[config.mk]
export PLATFORM = sky130hd
export DESIGN_NAME = unique_run_middle_trimmer
export DESIGN_NICKNAME = d
export VERILOG_FILES = /design/src/hw/rtl/utrim_pkg.sv /design/src/hw/rtl/utrim_cnt.sv /design/src/hw/rtl/utrim_rng.sv /design/src/hw/rtl/unique_run_middle_trimmer.sv
export SDC_FILE = /design/constraint.sdc
export NUM_CORES = 1
export LEC_CHECK = 0
export BUFFER_PORTS_ARGS = -buffer_cell sky130_fd_sc_hd__buf_2
export CAP_MARGIN = 10
export CORE_ASPECT_RATIO = 1.5
export CORE_MARGIN = 1.5
export CORE_UTILIZATION = 45
export CTS_BUF_LIST = sky130_fd_sc_hd__clkbuf_16
export DETAILED_ROUTE_END_ITERATION = 8
export PLACE_DENSITY = 0.62
export REMOVE_ABC_BUFFERS = 1
export SLEW_MARGIN = 10
export SYNTH_ARGS = -nofsm -noshare
export SYNTH_HDL_FRONTEND = slang
export SYNTH_SLANG_ARGS = --single-unit
[constraint.sdc]
create_clock -name i_clk -period 6.2 [get_ports i_clk]
set_input_delay 0.62 -clock i_clk [delete_from_list [all_inputs] [get_ports i_clk]]
set_output_delay 0.62 -clock i_clk [all_outputs]
set_load 0.005 [all_outputs]
[src/hw/rtl/utrim_pkg.sv]
// Package for the unique-run middle trimmer.
// Holds widths, saturation limits and the run-close struct shared by all modules.
// No dependencies.
package utrim_pkg;

    // Longest sequence the counters track before they saturate.
    localparam int MAX_LETTERS = 65536;

    localparam int POS_W  = (MAX_LETTERS > 2) ? $clog2(MAX_LETTERS) : 1;
    localparam int RUN_W  = $clog2(MAX_LETTERS + 1);
    localparam int KEEP_W = 16;
    localparam int OUT_W  = 16;
    // Working width of the range arithmetic.
    localparam int CALC_W = (RUN_W > OUT_W) ? RUN_W : OUT_W;

    localparam logic [POS_W-1:0] POS_MAX = POS_W'(MAX_LETTERS - 1);
    localparam logic [RUN_W-1:0] RUN_MAX = RUN_W'(MAX_LETTERS);

    // A run that closes on the current letter.
    typedef struct packed {
        logic             vld;     // a run closes on this letter
        logic             at_end;  // closed by the end of the sequence
        logic [RUN_W-1:0] run;     // length of the closed run
        logic [RUN_W-1:0] after;   // position just past the run
    } t_close;

endpackage

[src/hw/rtl/utrim_cnt.sv]
// Position and run counters of the unique-run middle trimmer.
// Reports the run that closes on each transaction. Depends on utrim_pkg.
module utrim_cnt
    import utrim_pkg::*;
(
    input  logic   i_clk,
    input  logic   i_rst_n,
    input  logic   i_accept,
    input  logic   i_is_unique,
    input  logic   i_last_letter,
    output t_close o_close
);

    logic [POS_W-1:0] r_pos, n_pos;
    logic [RUN_W-1:0] r_run, n_run;
    logic [RUN_W-1:0] run_inc;

    always_comb begin
        run_inc = (r_run < RUN_MAX) ? (r_run + RUN_W'(1)) : r_run;

        if (i_is_unique) begin
            o_close.vld    = i_last_letter;
            o_close.at_end = 1'b1;
            o_close.run    = run_inc;
            o_close.after  = RUN_W'(r_pos) + RUN_W'(1);
        end else begin
            o_close.vld    = 1'b1;
            o_close.at_end = 1'b0;
            o_close.run    = r_run;
            o_close.after  = RUN_W'(r_pos);
        end

        if (i_last_letter) begin
            n_pos = '0;
            n_run = '0;
        end else begin
            n_pos = (r_pos < POS_MAX) ? (r_pos + POS_W'(1)) : r_pos;
            n_run = i_is_unique ? run_inc : '0;
        end
    end

    always_ff @(posedge i_clk) begin
        if (!i_rst_n) begin
            r_pos <= '0;
            r_run <= '0;
        end else if (i_accept) begin
            r_pos <= n_pos;
            r_run <= n_run;
        end
    end

endmodule

[src/hw/rtl/utrim_rng.sv]
// Drop-range arithmetic of the unique-run middle trimmer.
// Turns a closed run and the kept length into a position range. Depends on utrim_pkg.
module utrim_rng
    import utrim_pkg::*;
(
    input  t_close            i_close,
    input  logic [KEEP_W-1:0] i_keep,
    output logic              o_emit,
    output logic [OUT_W-1:0]  o_start,
    output logic [OUT_W-1:0]  o_end
);

    logic [CALC_W-1:0] run, after, keep, keep_lo, keep_hi;
    logic [CALC_W-1:0] start_raw, end_raw, start_adj, end_adj;

    always_comb begin
        run     = CALC_W'(i_close.run);
        after   = CALC_W'(i_close.after);
        keep    = CALC_W'(i_keep);
        keep_lo = keep >> 1;
        keep_hi = keep - keep_lo;

        o_emit    = i_close.vld && (run > keep);
        start_raw = (run > after) ? '0 : (after - run);
        end_raw   = after - CALC_W'(1);

        // Start of sequence keeps the tail, end keeps the head, middle splits.
        if (start_raw == '0) begin
            start_adj = start_raw;
            end_adj   = end_raw - keep;
        end else if (i_close.at_end) begin
            start_adj = start_raw + keep;
            end_adj   = end_raw;
        end else begin
            start_adj = start_raw + keep_lo;
            end_adj   = end_raw - keep_hi;
        end

        o_start = start_adj[OUT_W-1:0];
        o_end   = end_adj[OUT_W-1:0];
    end

endmodule

[src/hw/rtl/unique_run_middle_trimmer.sv]
// Top level of the unique-run middle trimmer.
// Instantiates utrim_cnt and utrim_rng; depends on utrim_pkg.
//
// Takes one letter per cycle (is_unique, last_letter) while the output is ready
// and emits at most one drop range per letter, in the cycle after the letter's
// transaction. A letter is taken whenever the result register is empty or its
// range is being taken in the same cycle, so the sustained rate is one letter
// per clock unless the output stalls; the single result register between the
// counter update and the output is what sets it. Letter positions count from
// zero and saturate at MAX_LETTERS-1; the run length saturates at MAX_LETTERS.
// Both reset after the last letter. The user must write kept_run_length through
// i_cfg_we/i_cfg_wdata only while the block is idle; the block does not enforce it.
module unique_run_middle_trimmer
    import utrim_pkg::*;
(
    input  logic              i_clk,
    input  logic              i_rst_n,
    // configuration
    input  logic              i_cfg_we,
    input  logic [KEEP_W-1:0] i_cfg_wdata,
    // letter channel
    input  logic              i_in_valid,
    output logic              o_in_ready,
    input  logic              i_is_unique,
    input  logic              i_last_letter,
    // drop-range channel
    output logic              o_out_valid,
    input  logic              i_out_ready,
    output logic [OUT_W-1:0]  o_drop_start,
    output logic [OUT_W-1:0]  o_drop_end
);

    logic [KEEP_W-1:0] r_keep;
    logic              r_out_valid;
    logic [OUT_W-1:0]  r_start, r_end;

    logic              accept;
    t_close            close;
    logic              emit;
    logic [OUT_W-1:0]  calc_start, calc_end;

    // Take a letter while the result slot is free or draining this cycle.
    assign o_in_ready = !r_out_valid || i_out_ready;
    assign accept     = i_in_valid && o_in_ready;

    utrim_cnt u_cnt (
        .i_clk         (i_clk),
        .i_rst_n       (i_rst_n),
        .i_accept      (accept),
        .i_is_unique   (i_is_unique),
        .i_last_letter (i_last_letter),
        .o_close       (close)
    );

    utrim_rng u_rng (
        .i_close (close),
        .i_keep  (r_keep),
        .o_emit  (emit),
        .o_start (calc_start),
        .o_end   (calc_end)
    );

    // Kept run length register.
    always_ff @(posedge i_clk) begin
        if (!i_rst_n) begin
            r_keep <= '0;
        end else if (i_cfg_we) begin
            r_keep <= i_cfg_wdata;
        end
    end

    // Result register: load on an emitting transaction, drop when taken.
    always_ff @(posedge i_clk) begin
        if (!i_rst_n) begin
            r_out_valid <= 1'b0;
        end else if (accept) begin
            r_out_valid <= emit;
        end else if (i_out_ready) begin
            r_out_valid <= 1'b0;
        end
    end

    always_ff @(posedge i_clk) begin
        if (accept && emit) begin
            r_start <= calc_start;
            r_end   <= calc_end;
        end
    end

    assign o_out_valid  = r_out_valid;
    assign o_drop_start = r_start;
    assign o_drop_end   = r_end;

endmodule
==> run summary, run 1 <==
post-synthesis adder-cell area fraction: 0.158
run status: complete, no violations
VDD IR-drop max: 0.121 mV
setup violators final: 0
Die ar.: 0.0199 mm²
DR vias: 7,747
post-synthesis compound-gate area fraction: 0.195
number of remaining DRC errors: 0
Comb pwr share: 0.419
relative slew slack: 0.426
Sw Pwr: 711 µW
Setup TNS: 0 ps
clk buf depth: 2
Simple-Gate Fraction of Synth Area: 0.237
Crit Path Category: reg -> reg
final net count: 1,247
vias in the first global route: 7,477
crit start category: flop
Worst Skew: 6.72 ps
Period minus WS final: 5710 ps
largest family of logic cells by synthesized area: simple AND/OR/NAND/NOR gates
internal power: 1.23 mW
sequential share of the synthesized area: 0.229
Layout area overhead: 9.90%
CTS H-tree lvls: 3
Cell Area, Synth: 0.00858 mm²
Syn Area/Cell: 7.91 µm²
Clock Sinks: 82
Sequential Power Share: 0.311
largest cells by area after synthesis: ha_1 (12%), dfxtp_1 (12%), edfxtp_1 (11%)
cells after synthesis: 1,085
Fmax: 175 MHz
antenna violations before repair: 0
largest net degree at the start of global routing: 53
GP Congestion: 0.955
Yosys reg bits: 82
root buffer cell: clkbuf_16
register area: 0.00196 mm²
total congestion overflow: 0
layout cell share with drive strength beyond 1: 0.0981
Clock Power Share: 0.269
Post-Route Utilization: 0.506
CTS buffer count: 9
drt first pass iters: 4
Worst-Margin Slew: 861 ps
number of synthesized flops with an enable pin: 32
clock slew at reported path FFs: 70 ps
Vias per Instance: 5.60
Max FO, Critical Path: 7
Place WS: 254 ps
CP required: 6420 ps
average wire per standard cell: 17.3 µm
Final Power: 1.94 mW
CTS tree: yes
Setup crit end kind: flop
Cell Rows: 61
Leakage: 4.07 nW
proportion of synthesized area in mux cells: 0.0340
total track usage: 0.249
Synth area leader: ha_1
worst-skew pair later-pin latency: 360 ps
XOR/XNOR Fraction of Synth Area: 0.0909
Critical Path AT: 5920 ps
Final Hold Fails: 0
IO Count: 57
part of the cycle the worst path needs: 0.921
RSZ-0062 raised after global routing: false
IO Port Bufs: 56
Max-cap violations: 0
# hold bufs at CTS: 0
Routed Antenna Nets: 0
WL final: 23.9 mm
HPWL Detailed: 19.2 mm
Reg2Reg Setup Slack: 490 ps
height of the die: 172 µm
first-pass GRT wire length: 37.9 mm
Worst Slack Setup Final: 491 ps
Netlist cell types: 71
Post-synth ARST share: 0
Worst Hold Class: in -> reg
fin area: 0.00943 mm²
top cell type's share of synthesized area: 0.118
Initial Util: 0.461
fillers: 1,904
Final Max Tran Viols: 0
Sw Share: 0.366
PwrDens: 206 mW/mm²
area occupied by multi-input gates: 0.00616 mm²
Syn. warnings: 0
Placed Area: 0.00912 mm²
antenna cells: 0
Die W: 116 µm
Core Region: 0.0186 mm²
drt first-iter violations: 428
ys flop type: dfxtp_1
power by group through the flow:
stage                     Combinational [mW]  Sequential (mW)  Clock [mW]
after global routing                   0.907            0.606       0.552
after detailed placement               0.806            0.616           0
after CTS                              0.810            0.604       0.536
after floorplan                        0.601            0.615           0
final                                  0.814            0.604       0.523
after global placement                 0.801            0.616           0
worst max-delay path: stages (launching register included):
cell	delay, ps
dfxtp_1	410
ha_1	190
and3_1	150
nand3_1	190
nor2_1	250
and3_1	300
nand4_1	140
xnor2_1	300
inv_1	100
ha_1	370
and4_1	400
and4_1	230
o21ai_1	60
and3_1	190
nor2_1	120
ha_1	290
a21o_1	200
a21o_1	180
a21o_1	170
a21o_1	160
a21oi_1	170
o31a_1	200
o21ai_1	110
o31ai_1	270
xor2_1	210
mux2i_1	200
repair_timing:
action | in CTS | in global routing
resized for setup | 0 | 4
setup endpoints to repair | 0 | 6
setup buffers | 0 | 1
layer usage:
metal  vias up  wire [µm]  global-route usage  part of all wire
li1       3907          -                   -                 -
met1      3638       9510               0.275              0.40
met2       151      12600               0.462              0.53
met3        51        733              0.0298             0.031
met4         0       1020               0.129             0.043
met5         -          0                   0                 0
logic make-up (layout without fill, tap and decap cells):
| logic type | after synthesis | in the layout |
|---|---|---|
| mux | 28 | 28 |
| flops | 82 | 82 |
| compound gates | 265 | 265 |
| buf+inv | 125 | 171 |
| xor+xnor | 89 | 89 |
| simple gates | 398 | 398 |
| fa+ha+maj | 98 | 98 |
registers in the layout (all words and copies together) (netlist names):
name	cells
u_cnt.r_run	17
o_drop_end	16
o_drop_start	16
r_keep	16
u_cnt.r_pos	16
o_out_valid	1
worst paths after layout:
path                                 startpoint                to  depth (start not counted)
worst min-delay path            i_cfg_wdata[12]        r_keep[12]                          3
worst max-delay path             u_cnt.r_run[0]  o_drop_start[15]                         25
worst max register to register   u_cnt.r_run[0]  o_drop_start[15]                         25
worst min register to register  u_cnt.r_pos[11]   u_cnt.r_pos[11]                          2
cells in the final DEF, fill, tap and decap left out, types with 6 or more instances in the layout:
cell	count
or2_2	7
o31ai_1	7
xor2_1	33
a211oi_1	9
nand2_1	93
a31oi_1	12
nor3b_1	9
edfxtp_1	32
a211o_1	6
mux2i_1	22
o21a_1	10
a22oi_1	10
dfxtp_1	49
or3_1	6
buf_4	16
fa_1	17
nor2_1	87
nor2b_1	51
nor3_1	27
buf_2	56
nand4_1	14
inv_1	86
a21o_1	19
clkbuf_16	10
a21boi_0	7
and3_1	20
and2_1	14
nand2b_1	15
nand3_1	28
o21bai_1	6
a21oi_1	69
ha_1	81
o211ai_1	6
xnor2_1	56
o21ai_0	73
synthesized netlist by cell type, types with 20 or more instances:
| master | count |
|---|---|
| o21ai_0 | 73 |
| clkbuf_1 | 32 |
| a21oi_1 | 69 |
| xor2_1 | 33 |
| nor2_1 | 87 |
| nand2_1 | 93 |
| dfxtp_1 | 50 |
| xnor2_1 | 56 |
| inv_1 | 83 |
| nand3_1 | 28 |
| and3_1 | 20 |
| edfxtp_1 | 32 |
| nor3_1 | 28 |
| ha_1 | 81 |
| mux2i_1 | 22 |
| nor2b_1 | 51 |
stage by stage:
stage	instances	hold WS [ps]
6_report	1383	514
5_1_grt	1383	541
4_1_cts	1382	509
3_5_place_dp	1366	528
3_3_place_gp	1366	525
2_1_floorplan	1043	487
cell type report:
type                            count  share of cell area
Multi-Input combinational cell    878               0.653
Sequential cell                    82               0.208
Timing Repair Buffer               72              0.0425
Tap cell                          252              0.0334
Inverter                           83              0.0330
Clock buffer                       10              0.0265
Clock inverter                      6             0.00332
Power figures use the tool's default switching activity.
==> run 2, diff against run 1 <==
Settings changed: CELL_PAD_IN_SITES_DETAIL_PLACEMENT set to 1, CELL_PAD_IN_SITES_GLOBAL_PLACEMENT set to 1, CORE_UTILIZATION 45 to 42, PLACE_DENSITY 0.62 to 0.75.
==> run 2 against run 1 <==
Flip-flop and latch count is the same. Core utilization shrank 3.2 points. Die area grew 7.0%. Worst hold slack is essentially flat. Sequential power is essentially flat. Global-route usage grew 0.57 points. Largest power group unchanged. Highest routed layer unchanged.
==> run summary, run 2 (same netlist as run 1, synthesis figures left out) <==
vias in the first global route: 8,274 (+11%)
Final Max Tran Viols: 0 (unchanged)
Worst Hold Class: in -> reg
clk buf depth: 2 (unchanged)
CTS tree: yes
Vias per Instance: 5.66 (+1.1%)
Die W: 120 µm (+3.4%)
DR vias: 7,857 (+1.4%)
Layout area overhead: 9.90% (unchanged)
WL final: 26.0 mm (+9.1%)
average wire per standard cell: 18.8 µm (+8.7%)
IO Count: 57 (unchanged)
Clock Sinks: 82 (unchanged)
Initial Util: 0.432 (-0.0288)
run status: complete, no violations
Worst-Margin Slew: 864 ps (+2.94 ps)
RSZ-0062 raised after global routing: false
post-CTS setup buffer count: 0 (unchanged)
Core Region: 0.0199 mm² (+6.7%)
CTS H-tree lvls: 3 (unchanged)
height of the die: 178 µm (+3.4%)
drt first pass iters: 4 (unchanged)
Critical Path AT: 5830 ps (-90 ps)
layout cell share with drive strength beyond 1: 0.100 (+0.00203)
most common cell after layout, fill and taps aside: nand2_1
Max FO, Critical Path: 10 (+3)
CP required: 6310 ps (-110 ps)
largest net degree at the start of global routing: 51 (-3.8%)
Cell Rows: 63 (+3.3%)
IO Port Bufs: 56 (unchanged)
worst-skew pair later-pin latency: 360 ps (about the same)
Die ar.: 0.0213 mm² (+7.0%)
Largest register FFs: 17 (unchanged)
post-cts resize count: 0 (unchanged)
total track usage: 0.255 (+0.00566)
Period minus WS final: 5720 ps (+8.72 ps)
clock slew at reported path FFs: 60 ps (about the same)
Fmax: 175 MHz (-0.15%)
Final Hold Fails: 0 (unchanged)
antenna violations before repair: 0 (unchanged)
# hold bufs at CTS: 0 (unchanged)
relative slew slack: 0.424 (-0.00196)
Min Hold Slack: 514 ps (-0.105 ps)
drt first-iter violations: 258 (-40%)
PwrDens: 209 mW/mm² (+1.5%)
antenna cells: 0 (unchanged)
total congestion overflow: 0 (unchanged)
Max-cap violations: 0 (unchanged)
HPWL Detailed: 21.1 mm (+10%)
Leakage: 4.06 nW (-0.30%)
Setup TNS: 0 ps (unchanged)
CTS buffer count: 9 (unchanged)
crit start category: flop
Routed Antenna Nets: 0 (unchanged)
VDD IR-drop max: 0.110 mV (-9.4%)
number of remaining DRC errors: 0 (unchanged)
register with the most flip-flops: u_cnt.r_run
GP Congestion: 0.895 (-6.3%)
Worst Skew: 8.05 ps (+1.32 ps)
Crit Path Category: reg -> reg
final net count: 1,245 (-0.16%)
part of the cycle the worst path needs: 0.922 (+0.00141)
fillers: 2,509 (+32%)
root buffer cell: clkbuf_16
Setup crit end kind: flop
commonest cells after routing, fill and taps aside: nand2_1 (93), nor2_1 (87), inv_1 (85), ha_1 (80), o21ai_0 (73)
first-pass GRT wire length: 42.2 mm (+11%)
setup violators final: 0 (unchanged)
-- run 2: stage by stage --
stage	util	power, mW	worst slack (ps)	cells	instance area (µm²)
5_1_grt	0.475	2.10	1.66	1388	9430
4_1_cts	0.473	1.99	145	1388	9400
3_3_place_gp	0.459	1.42	313	1373	9130
6_report	0.475	1.97	482	1388	9430
3_5_place_dp	0.459	1.44	193	1373	9130
2_1_floorplan	-	1.22	662	1043	8400
-- run 2: path summary, 6_finish.rpt --
path	from	to	slack [ps]	cells after the start
worst min-delay path	i_cfg_wdata[13]	r_keep[13]	510	3
worst max register to register	u_cnt.r_pos[0]	o_drop_start[15]	480	25
worst min register to register	r_keep[8]	r_keep[8]	550	2
worst max-delay path	u_cnt.r_pos[0]	o_drop_start[15]	480	25
-- run 2: final cells by class --
type	instances	area (µm²)	area share
clock buffer	9	225	0.0239
sequential	82	1960	0.208
clock inverter	6	52.6	0.00557
inverter	83	312	0.0330
tap	260	325	0.0345
timing repair buffer	70	385	0.0409
multi-input combinational	878	6160	0.654
-- run 2: critical path, stage by stage, from the launching register on --
cell       delay, ps
dfxtp_2          420
ha_2             250
nand3_1          200
nor3_2           260
and2_1           220
and3_1           250
nand2_1          100
xor2_1           150
inv_1             90
ha_1             410
a211oi_2         260
o2111ai_1        140
a21oi_1          240
and3_1           250
nor2_1            70
ha_1             360
a21o_1           210
a21o_1           180
a21o_1           170
a21o_1           170
a21oi_1          170
o31a_1           180
o21ai_1          120
o31ai_1          280
xor2_1           210
mux2i_1           90
-- run 2: routing by layer --
| layer | share of wire | up-vias | global-route usage |
|---|---|---|---|
| met5 | 0 | - | 0 |
| met4 | 0.039 | 0 | 0.119 |
| met3 | 0.025 | 47 | 0.0332 |
| met2 | 0.53 | 100 | 0.486 |
| met1 | 0.40 | 3814 | 0.276 |
| li1 | - | 3896 | - |
-- run 2: report_power, final --
group | leakage, nW | switching (mW) | internal [mW]
combinational | 3.21 | 0.487 | 0.346
sequential | 0.698 | 0.0120 | 0.593
clock | 0.147 | 0.227 | 0.305
total | 4.06 | 0.726 | 1.24
